### config.mk
export PLATFORM = sky130hd
export DESIGN_NAME = buzzer_tone_generator
export DESIGN_NICKNAME = d
export VERILOG_FILES = /design/src/design/bzt_pkg.sv /design/src/design/bzt_divider.sv /design/src/design/buzzer_tone_generator.sv
export SDC_FILE = /design/constraint.sdc
export NUM_CORES = 1
export LEC_CHECK = 0
export BUFFER_PORTS_ARGS = -buffer_cell sky130_fd_sc_hd__buf_2
export CORE_ASPECT_RATIO = 1.1
export CORE_MARGIN = 4
export CORE_UTILIZATION = 31
export DETAILED_ROUTE_END_ITERATION = 16
export PLACE_DENSITY = 0.5
export RECOVER_POWER = 100
export SYNTH_ARGS = -nofsm -noshare
export SYNTH_HDL_FRONTEND = slang
export SYNTH_SLANG_ARGS = --single-unit
### constraint.sdc
create_clock -name clock -period 14.1 [get_ports clock]
set_input_delay 1.41 -clock clock [delete_from_list [all_inputs] [get_ports clock]]
set_output_delay 1.41 -clock clock [all_outputs]
set_load 0.03 [all_outputs]
### src/design/bzt_pkg.sv
package bzt_pkg;

   localparam int FREQ_W     = 16;
   localparam int DUR_W      = 16;
   localparam int TOTAL_W    = 26;
   localparam int HALF_W     = 19;
   localparam int PHASE_W    = 20;
   localparam int DIVIDEND_W = 26;
   localparam int DIVISOR_W  = 20;
   localparam int TPM_W      = 17;

   localparam int TICKS_PER_MS_DEFAULT        = 1000;
   localparam int HALF_WAVE_NUMERATOR_DEFAULT = 500000;

   typedef enum logic {
      KIND_START = 1'b0,
      KIND_TICK  = 1'b1
   } item_kind_type;

   typedef enum logic [2:0] {
      ST_IDLE,
      ST_LOAD,
      ST_WAIT_HALF,
      ST_START_WAVE,
      ST_WAIT_WAVE,
      ST_FINISH
   } seq_state_type;

   // Result of the shared divider, valid in the cycle that done is high.
   typedef struct packed {
      logic                  done;
      logic [DIVIDEND_W-1:0] quotient;
      logic [DIVISOR_W-1:0]  remainder;
   } div_result_type;

endpackage

### src/design/bzt_divider.sv
module bzt_divider (
   input  logic                            clock,
   input  logic                            reset,
   input  logic                            start,
   input  logic [bzt_pkg::DIVIDEND_W-1:0]  dividend,
   input  logic [bzt_pkg::DIVISOR_W-1:0]   divisor,
   output bzt_pkg::div_result_type         result
);
   import bzt_pkg::*;

   localparam int CNT_W = $clog2(DIVIDEND_W);

   logic [DIVIDEND_W-1:0] dvd_ff, dvd_in;
   logic [DIVISOR_W-1:0]  dvs_ff, dvs_in;
   logic [DIVISOR_W-1:0]  rem_ff, rem_in;
   logic [CNT_W-1:0]      cnt_ff, cnt_in;
   logic                  busy_ff, busy_in;
   logic                  done_ff, done_in;
   logic [DIVISOR_W:0]    trial;
   logic [DIVISOR_W:0]    diff;
   logic                  qbit;

   // Restoring division, one quotient bit per cycle. The quotient shifts
   // into the low end of the dividend register as the dividend leaves it.
   always_comb begin
      trial   = {rem_ff, dvd_ff[DIVIDEND_W-1]};
      diff    = trial - {1'b0, dvs_ff};
      qbit    = (trial >= {1'b0, dvs_ff});
      dvd_in  = dvd_ff;
      dvs_in  = dvs_ff;
      rem_in  = rem_ff;
      cnt_in  = cnt_ff;
      busy_in = busy_ff;
      done_in = 1'b0;
      if (start) begin
         dvd_in  = dividend;
         dvs_in  = divisor;
         rem_in  = '0;
         cnt_in  = CNT_W'(DIVIDEND_W - 1);
         busy_in = 1'b1;
      end else if (busy_ff) begin
         dvd_in = {dvd_ff[DIVIDEND_W-2:0], qbit};
         rem_in = qbit ? diff[DIVISOR_W-1:0] : trial[DIVISOR_W-1:0];
         cnt_in = cnt_ff - 1'b1;
         if (cnt_ff == '0) begin
            busy_in = 1'b0;
            done_in = 1'b1;
         end
      end
   end

   always_ff @(posedge clock) begin
      if (reset) begin
         busy_ff <= 1'b0;
         done_ff <= 1'b0;
      end else begin
         busy_ff <= busy_in;
         done_ff <= done_in;
      end
      dvd_ff <= dvd_in;
      dvs_ff <= dvs_in;
      rem_ff <= rem_in;
      cnt_ff <= cnt_in;
   end

   assign result.done      = done_ff;
   assign result.quotient  = dvd_ff;
   assign result.remainder = rem_ff;

endmodule

### src/design/buzzer_tone_generator.sv
// Square-wave tone generator for a buzzer pin. A start transaction carries a
// frequency in hertz and a duration in milliseconds; every tick transaction
// after it stands for one microsecond and returns the pin level for that
// microsecond, whether the tone is still running and whether this tick ended
// it. The half period is HALF_WAVE_NUMERATOR divided by the frequency, in
// whole microseconds; the pin is high in the first half of each period and
// low in the second, but only for as many whole periods as fit into the
// duration, after which it stays low until the duration has run out. A zero
// frequency (or one so high that the half period rounds to zero) gives
// silence, a zero duration finishes on the start transaction itself, and a
// start while a tone runs replaces it. Every transaction produces exactly one
// result transaction. A tick's result is registered and presented in the
// cycle after the tick is taken. A start makes two passes through the shared
// one-bit-per-clock restoring divider (half period first, then the last
// whole period that fits; a zero frequency skips both, a zero half period the
// second), plus a multiply and a finishing step; req_ready stays low
// throughout, as it does while an earlier result has not been taken.
module buzzer_tone_generator #(
   parameter int TICKS_PER_MS        = bzt_pkg::TICKS_PER_MS_DEFAULT,
   parameter int HALF_WAVE_NUMERATOR = bzt_pkg::HALF_WAVE_NUMERATOR_DEFAULT
) (
   input  logic                        clock,
   input  logic                        reset,
   input  logic                        req_valid,
   output logic                        req_ready,
   input  logic                        req_kind,
   input  logic [bzt_pkg::FREQ_W-1:0]  req_frequency_hz,
   input  logic [bzt_pkg::DUR_W-1:0]   req_duration_ms,
   output logic                        rsp_valid,
   input  logic                        rsp_ready,
   output logic                        rsp_pin_level,
   output logic                        rsp_busy_res,
   output logic                        rsp_done_res
);
   import bzt_pkg::*;

   localparam int PROD_W = DUR_W + TPM_W;

   // Sequencer and tone state.
   seq_state_type        state_ff, state_in;
   logic [FREQ_W-1:0]    freq_ff, freq_in;
   logic [DUR_W-1:0]     dur_ff, dur_in;
   logic [TOTAL_W-1:0]   total_ff, total_in;
   logic [HALF_W-1:0]    half_ff, half_in;
   logic [TOTAL_W-1:0]   wave_end_ff, wave_end_in;
   logic [TOTAL_W-1:0]   elapsed_ff, elapsed_in;
   logic [PHASE_W-1:0]   phase_ff, phase_in;
   logic                 running_ff, running_in;

   // Output register.
   logic                 rsp_valid_ff, rsp_valid_in;
   logic                 rsp_pin_ff, rsp_pin_in;
   logic                 rsp_busy_ff, rsp_busy_in;
   logic                 rsp_done_ff, rsp_done_in;

   // Shared divider.
   logic                  div_start;
   logic [DIVIDEND_W-1:0] div_dividend;
   logic [DIVISOR_W-1:0]  div_divisor;
   div_result_type        div_result;

   logic                  accept;
   logic [PROD_W-1:0]     product;
   logic [HALF_W-1:0]     half_sat;
   logic [PHASE_W-1:0]    period;
   logic [TOTAL_W-1:0]    elapsed_next;
   logic [PHASE_W:0]      phase_next;

   // A new transaction is taken only in idle, and only when the output
   // register is empty or is being emptied in this cycle.
   assign req_ready = (state_ff == ST_IDLE) && (!rsp_valid_ff || rsp_ready);
   assign accept    = req_valid && req_ready;

   // Duration in microseconds: one multiply, saturated to the counter width.
   assign product = PROD_W'(dur_ff) * PROD_W'(TICKS_PER_MS);

   // Half period from the divider, saturated to its register width.
   assign half_sat = (div_result.quotient[DIVIDEND_W-1:HALF_W] != '0) ?
                     {HALF_W{1'b1}} : div_result.quotient[HALF_W-1:0];

   // Whole period in microseconds.
   assign period = {half_ff, 1'b0};

   // The divider is loaded from one of two operand pairs: the numerator over
   // the frequency for the half period, then the total time over the period,
   // whose remainder trims the total down to the last whole period.
   always_comb begin
      if (state_ff == ST_LOAD) begin
         div_dividend = DIVIDEND_W'(HALF_WAVE_NUMERATOR);
         div_divisor  = DIVISOR_W'(freq_ff);
      end else begin
         div_dividend = total_ff;
         div_divisor  = period;
      end
   end

   assign elapsed_next = elapsed_ff + 1'b1;
   assign phase_next   = {1'b0, phase_ff} + 1'b1;

   always_comb begin
      state_in     = state_ff;
      freq_in      = freq_ff;
      dur_in       = dur_ff;
      total_in     = total_ff;
      half_in      = half_ff;
      wave_end_in  = wave_end_ff;
      elapsed_in   = elapsed_ff;
      phase_in     = phase_ff;
      running_in   = running_ff;
      rsp_valid_in = rsp_valid_ff && !rsp_ready;
      rsp_pin_in   = rsp_pin_ff;
      rsp_busy_in  = rsp_busy_ff;
      rsp_done_in  = rsp_done_ff;
      div_start    = 1'b0;

      unique case (state_ff)
         ST_IDLE: begin
            if (accept) begin
               if (req_kind == KIND_START) begin
                  freq_in  = req_frequency_hz;
                  dur_in   = req_duration_ms;
                  state_in = ST_LOAD;
               end else begin
                  // One microsecond of the running tone. An idle tick
                  // returns all zeros.
                  rsp_valid_in = 1'b1;
                  rsp_pin_in   = 1'b0;
                  rsp_done_in  = 1'b0;
                  if (running_ff) begin
                     rsp_pin_in = (elapsed_ff < wave_end_ff) &&
                                  (phase_ff < PHASE_W'(half_ff));
                     elapsed_in = elapsed_next;
                     if (phase_next >= {1'b0, period}) begin
                        phase_in = '0;
                     end else begin
                        phase_in = phase_next[PHASE_W-1:0];
                     end
                     if (elapsed_next >= total_ff) begin
                        rsp_done_in = 1'b1;
                        running_in  = 1'b0;
                     end
                  end
                  rsp_busy_in = running_in;
               end
            end
         end
         ST_LOAD: begin
            if (product[PROD_W-1:TOTAL_W] != '0) begin
               total_in = {TOTAL_W{1'b1}};
            end else begin
               total_in = product[TOTAL_W-1:0];
            end
            if (freq_ff == '0) begin
               // Silence: no half period and no whole periods.
               half_in     = '0;
               wave_end_in = '0;
               state_in    = ST_FINISH;
            end else begin
               div_start = 1'b1;
               state_in  = ST_WAIT_HALF;
            end
         end
         ST_WAIT_HALF: begin
            if (div_result.done) begin
               half_in = half_sat;
               if (half_sat == '0) begin
                  // Frequency above the numerator: treated as silence.
                  wave_end_in = '0;
                  state_in    = ST_FINISH;
               end else begin
                  state_in = ST_START_WAVE;
               end
            end
         end
         ST_START_WAVE: begin
            div_start = 1'b1;
            state_in  = ST_WAIT_WAVE;
         end
         ST_WAIT_WAVE: begin
            if (div_result.done) begin
               wave_end_in = total_ff - TOTAL_W'(div_result.remainder);
               state_in    = ST_FINISH;
            end
         end
         ST_FINISH: begin
            // The output register was emptied when the start was taken.
            elapsed_in   = '0;
            phase_in     = '0;
            running_in   = (total_ff != '0);
            rsp_valid_in = 1'b1;
            rsp_pin_in   = 1'b0;
            rsp_busy_in  = (total_ff != '0);
            rsp_done_in  = (total_ff == '0);
            state_in     = ST_IDLE;
         end
         default: begin
            state_in = ST_IDLE;
         end
      endcase
   end

   always_ff @(posedge clock) begin
      if (reset) begin
         state_ff     <= ST_IDLE;
         running_ff   <= 1'b0;
         rsp_valid_ff <= 1'b0;
      end else begin
         state_ff     <= state_in;
         running_ff   <= running_in;
         rsp_valid_ff <= rsp_valid_in;
      end
      freq_ff     <= freq_in;
      dur_ff      <= dur_in;
      total_ff    <= total_in;
      half_ff     <= half_in;
      wave_end_ff <= wave_end_in;
      elapsed_ff  <= elapsed_in;
      phase_ff    <= phase_in;
      rsp_pin_ff  <= rsp_pin_in;
      rsp_busy_ff <= rsp_busy_in;
      rsp_done_ff <= rsp_done_in;
   end

   bzt_divider u_divider (
      .clock    (clock),
      .reset    (reset),
      .start    (div_start),
      .dividend (div_dividend),
      .divisor  (div_divisor),
      .result   (div_result)
   );

   assign rsp_valid     = rsp_valid_ff;
   assign rsp_pin_level = rsp_pin_ff;
   assign rsp_busy_res  = rsp_busy_ff;
   assign rsp_done_res  = rsp_done_ff;

endmodule

==> results.md <==
- Vias: 11,290
- Compound-Gate Fraction of Synth Area: 12.82%
- CP arrival: 5850 ps
- Most frequent cells in the layout: inv_1, edfxtp_1, ha_1
- Final ANT Viol Nets: 0
- Rows: 86
- Starting Density: 31.56%
- Fill cells: 5,147
- Post-Syn Instances: 1,558
- Total clock buffers created by CTS: 28
- Cell taking the most area after synthesis: edfxtp_1
- CTS Hold Buffers Added: 0
- Critical path class: flip-flop to flip-flop
- GRT Total Usage: 14.92%
- Type of the most critical hold path: flip-flop to flip-flop
- VDD IR-drop max: 0.1068 mV
- Clk root buf: clkbuf_16
- CP dominant cell by count: clkbuf_1
- HPWL after DPL: 32,720 um
- Core area: 0.05057 mm^2
- GRT Residual Overflow: 0
- Sequential share of power: 31.6%
- Die height: 246.0 um
- Die X-Extent: 224.4 um
- FF+latch count, synth: 227
- R2R Path Start: freq_ff[1]
- CTS tree: built
- First-pass GRT wire length: 65,740 um
- CP peak stage delay: 1510 ps
- Post-cts sizing count: 0
- Post-synthesis simple-gate area fraction: 13.02%
- CP cell instances: nor4_1 -> nand4_1 -> or2_2 -> nand2_1 -> clkbuf_1 -> inv_1 -> clkbuf_1 -> nor2_1 -> a31oi_1
- Clk Latency, worst-skew pair: 560 ps
- Logic pwr share: 43.4%
- Commonest non-fill, non-tap cell in the layout: inv_1
- Sequential area share after synthesis: 40.70%
- Pleak: 0.007578 uW
- Number of buffers added for setup after CTS: 0
- RR Endpoint: u_divider.dvd_ff[17]
- Worst-path clk slew: 60 ps
- Violated checks: capacitance limit, slew limit
- Cell count of the worst reg-to-reg path: 9
- Post-Syn Nets: 1,829
- Skew final: 22.20 ps
- Main synth FF type: edfxtp_1
- Actual slew at the worst max-slew pin: 2121 ps
- Startpoint Class: flip-flop
- Critical Path End Type: flip-flop
- Pwr/cell area: 168.8 mW/mm^2
- Setup TNS: 0 ps
- Routed WL: 41,380 um
- RSZ-0062 raised after global routing: no
- Vias in the first global route: 11,470
- Synth unique cells: 66
- Buffers added on ports: 41
- Synthesized area per cell: 10.24 um^2
- Post-Synth XOR/XNOR Area: 5.268%
- Post-synth EDFFs: 195
- WP data required: 14,350 ps
- Area of the multi-input gates: 0.008488 mm^2
- Tot Pwr: 3008 uW
- CTS sink cnt: 227
- Adder-cell area share of the yosys netlist: 20.93%
- Slew Limit Fails: 256
- Share of layout cells above drive strength 1: 6.466%
- Initial antenna violation count: 2
- First-pass iteration count of the detailed router: 5
- Worst hold start: u_divider.cnt_ff[1]
- CP Max Fanout: 44
- Ranking of synthesized cells by area: edfxtp_1, ha_1, fa_1
- Vias per cell: 4.943
- Fmax: 178.8 MHz
- FF+latch area: 0.006496 mm^2
- Antenna Cells: 0
- Post-synthesis mux area share: 1.223%
- Wire per inst: 18.12 um
- Power Internal: 1878 uW
- Starting DRT DRC Count: 708
- Final hold slack: 494.1 ps
- Post-layout min period: 5594 ps
- Syn-to-layout area delta: 11.65%
- Full die area: 0.05519 mm^2
- Top-area cell type share of the netlist area: 36.69%
- Setup crit start: freq_ff[1]
- Slowest cell on crit path: clkbuf_1
- Cell area after synthesis: 0.01596 mm^2
- Switching fraction of total power: 37.56%
- Sw power: 1130 uW
- Slew HR: -41.40%
- MaxCap Viol Count: 8
- Syn. warnings: 0
- Final Hold Viols: 0
- H-tree levels: 1
- Period utilization: 39.67%
- Largest family of logic cells by synthesized area: adder cells
- CTS max path bufs: 3
- I/O pins: 42
- Drc violations: 0
- Clock Power Share: 25.0%
- Final Setup Violations: 0
- Nets: 1,874
- Share of synthesized flip-flops with an asynchronous set or reset: 0%
- Outcome: finished, violations left
- Flop2flop setup slack: 8510 ps
- Largest net degree at the start of global routing: 45
- Critical path endpoint: u_divider.dvd_ff[17]
- RePlAce Congestion: 0.8711
[flip-flops by register name, indices dropped and copies added, names as in the netlist]
register	cells
rsp_pin_level	1
u_divider.cnt_ff	5
dur_ff	16
u_divider.dvs_ff	20
total_ff	23
u_divider.rem_ff	20
wave_end_ff	26
running_ff	1
u_divider.done_ff	1
u_divider.dvd_ff	26
freq_ff	16
phase_ff	20
rsp_busy_res	1
half_ff	19
elapsed_ff	26
rsp_done_res	1
state_ff	3
u_divider.busy_ff	1
rsp_valid	1
[cells in the mapped netlist, drive strengths merged (3+ instances only)]
cell and n:
inv 215, edfxtp 195, ha 179, nor2 105, nand2 86, a21oi 85
o21ai 67, xnor2 58, fa 55, a21o 45, xor2 38, and2 35
nand3 34, dfxtp 32, clkbuf 31, nand4 30, o21a 28, nor3 24
a31oi 20, and3 17, a22o 16, mux2i 15, nor4 15, or2 14
nand2b 12, nor2b 11, a211oi 9, o211ai 9, or3 9, or4 7
a2111oi 6, buf 6, mux2 4, nor3b 4, a21boi 3, and4 3
nand3b 3, o22ai 3, o31ai 3
[worst max-delay path: cells and delay by family, from the launching register on]
kind                   cells  cell delay [ps]
DFF                        1              420
buffers and inverters      3             2980
AOI/OAI and AO/OA          1               70
and+or+nand+nor            5             1790
[layout make-up]
| type | instances | area share (%) |
|---|---|---|
| inverter | 215 | 4.529 |
| clock buffer | 34 | 4.114 |
| clock inverter | 17 | 1.257 |
| tap | 660 | 4.634 |
| timing repair buffer | 52 | 1.383 |
| multi-input combinational | 1079 | 47.63 |
| sequential | 227 | 36.45 |
[stage by stage]
step / worst slack (ps) / util (%) / instance area (um^2) / cells
4_1_cts: 9311 / 35.40 / 17900 / 2284
6_report: 8506 / 35.24 / 17820 / 2284
5_1_grt: 8045 / 35.24 / 17820 / 2284
2_1_floorplan: 9688 / - / 15960 / 1558
3_3_place_gp: 9408 / 33.51 / 16950 / 2233
3_5_place_dp: 9337 / 33.51 / 16950 / 2233
[kinds of logic (layout without fill, tap and decap cells)]
group | after synthesis | count (layout)
flops | 227 | 227
mux | 19 | 19
simple gates | 414 | 414
xor+xnor | 96 | 96
buf+inv | 252 | 318
compound gates | 316 | 316
fa+ha+maj | 234 | 234
[how the worst min path moves through the flow]
stage                                      to  cells past startpoint
after floorplan           u_divider.cnt_ff[4]                      2
after global placement    u_divider.cnt_ff[4]                      2
after detailed placement  u_divider.cnt_ff[4]                      2
after CTS                 u_divider.cnt_ff[1]                      2
after global routing      u_divider.cnt_ff[1]                      2
final                     u_divider.cnt_ff[1]                      2
[routing by layer]
| metal | vias up | global-route usage (%) | part of all wire, % |
|---|---|---|---|
| met4 | 0 | 5.136 | 3.6 |
| met2 | 211 | 23.74 | 45 |
| li1 | 5613 | - | - |
| met5 | - | 0 | 0 |
| met3 | 78 | 1.704 | 3.6 |
| met1 | 5387 | 21.14 | 48 |
[power groups by stage]
stage          Sequential (uW)  Combinational [uW]  Clock (uW)
6_report                   950                1310         752
3_5_place_dp               965                1310           0
4_1_cts                    951                1320         775
2_1_floorplan              916                1050           0
3_3_place_gp               962                1300           0
5_1_grt                    961                1490         804
(Power assumes the default switching activity.)
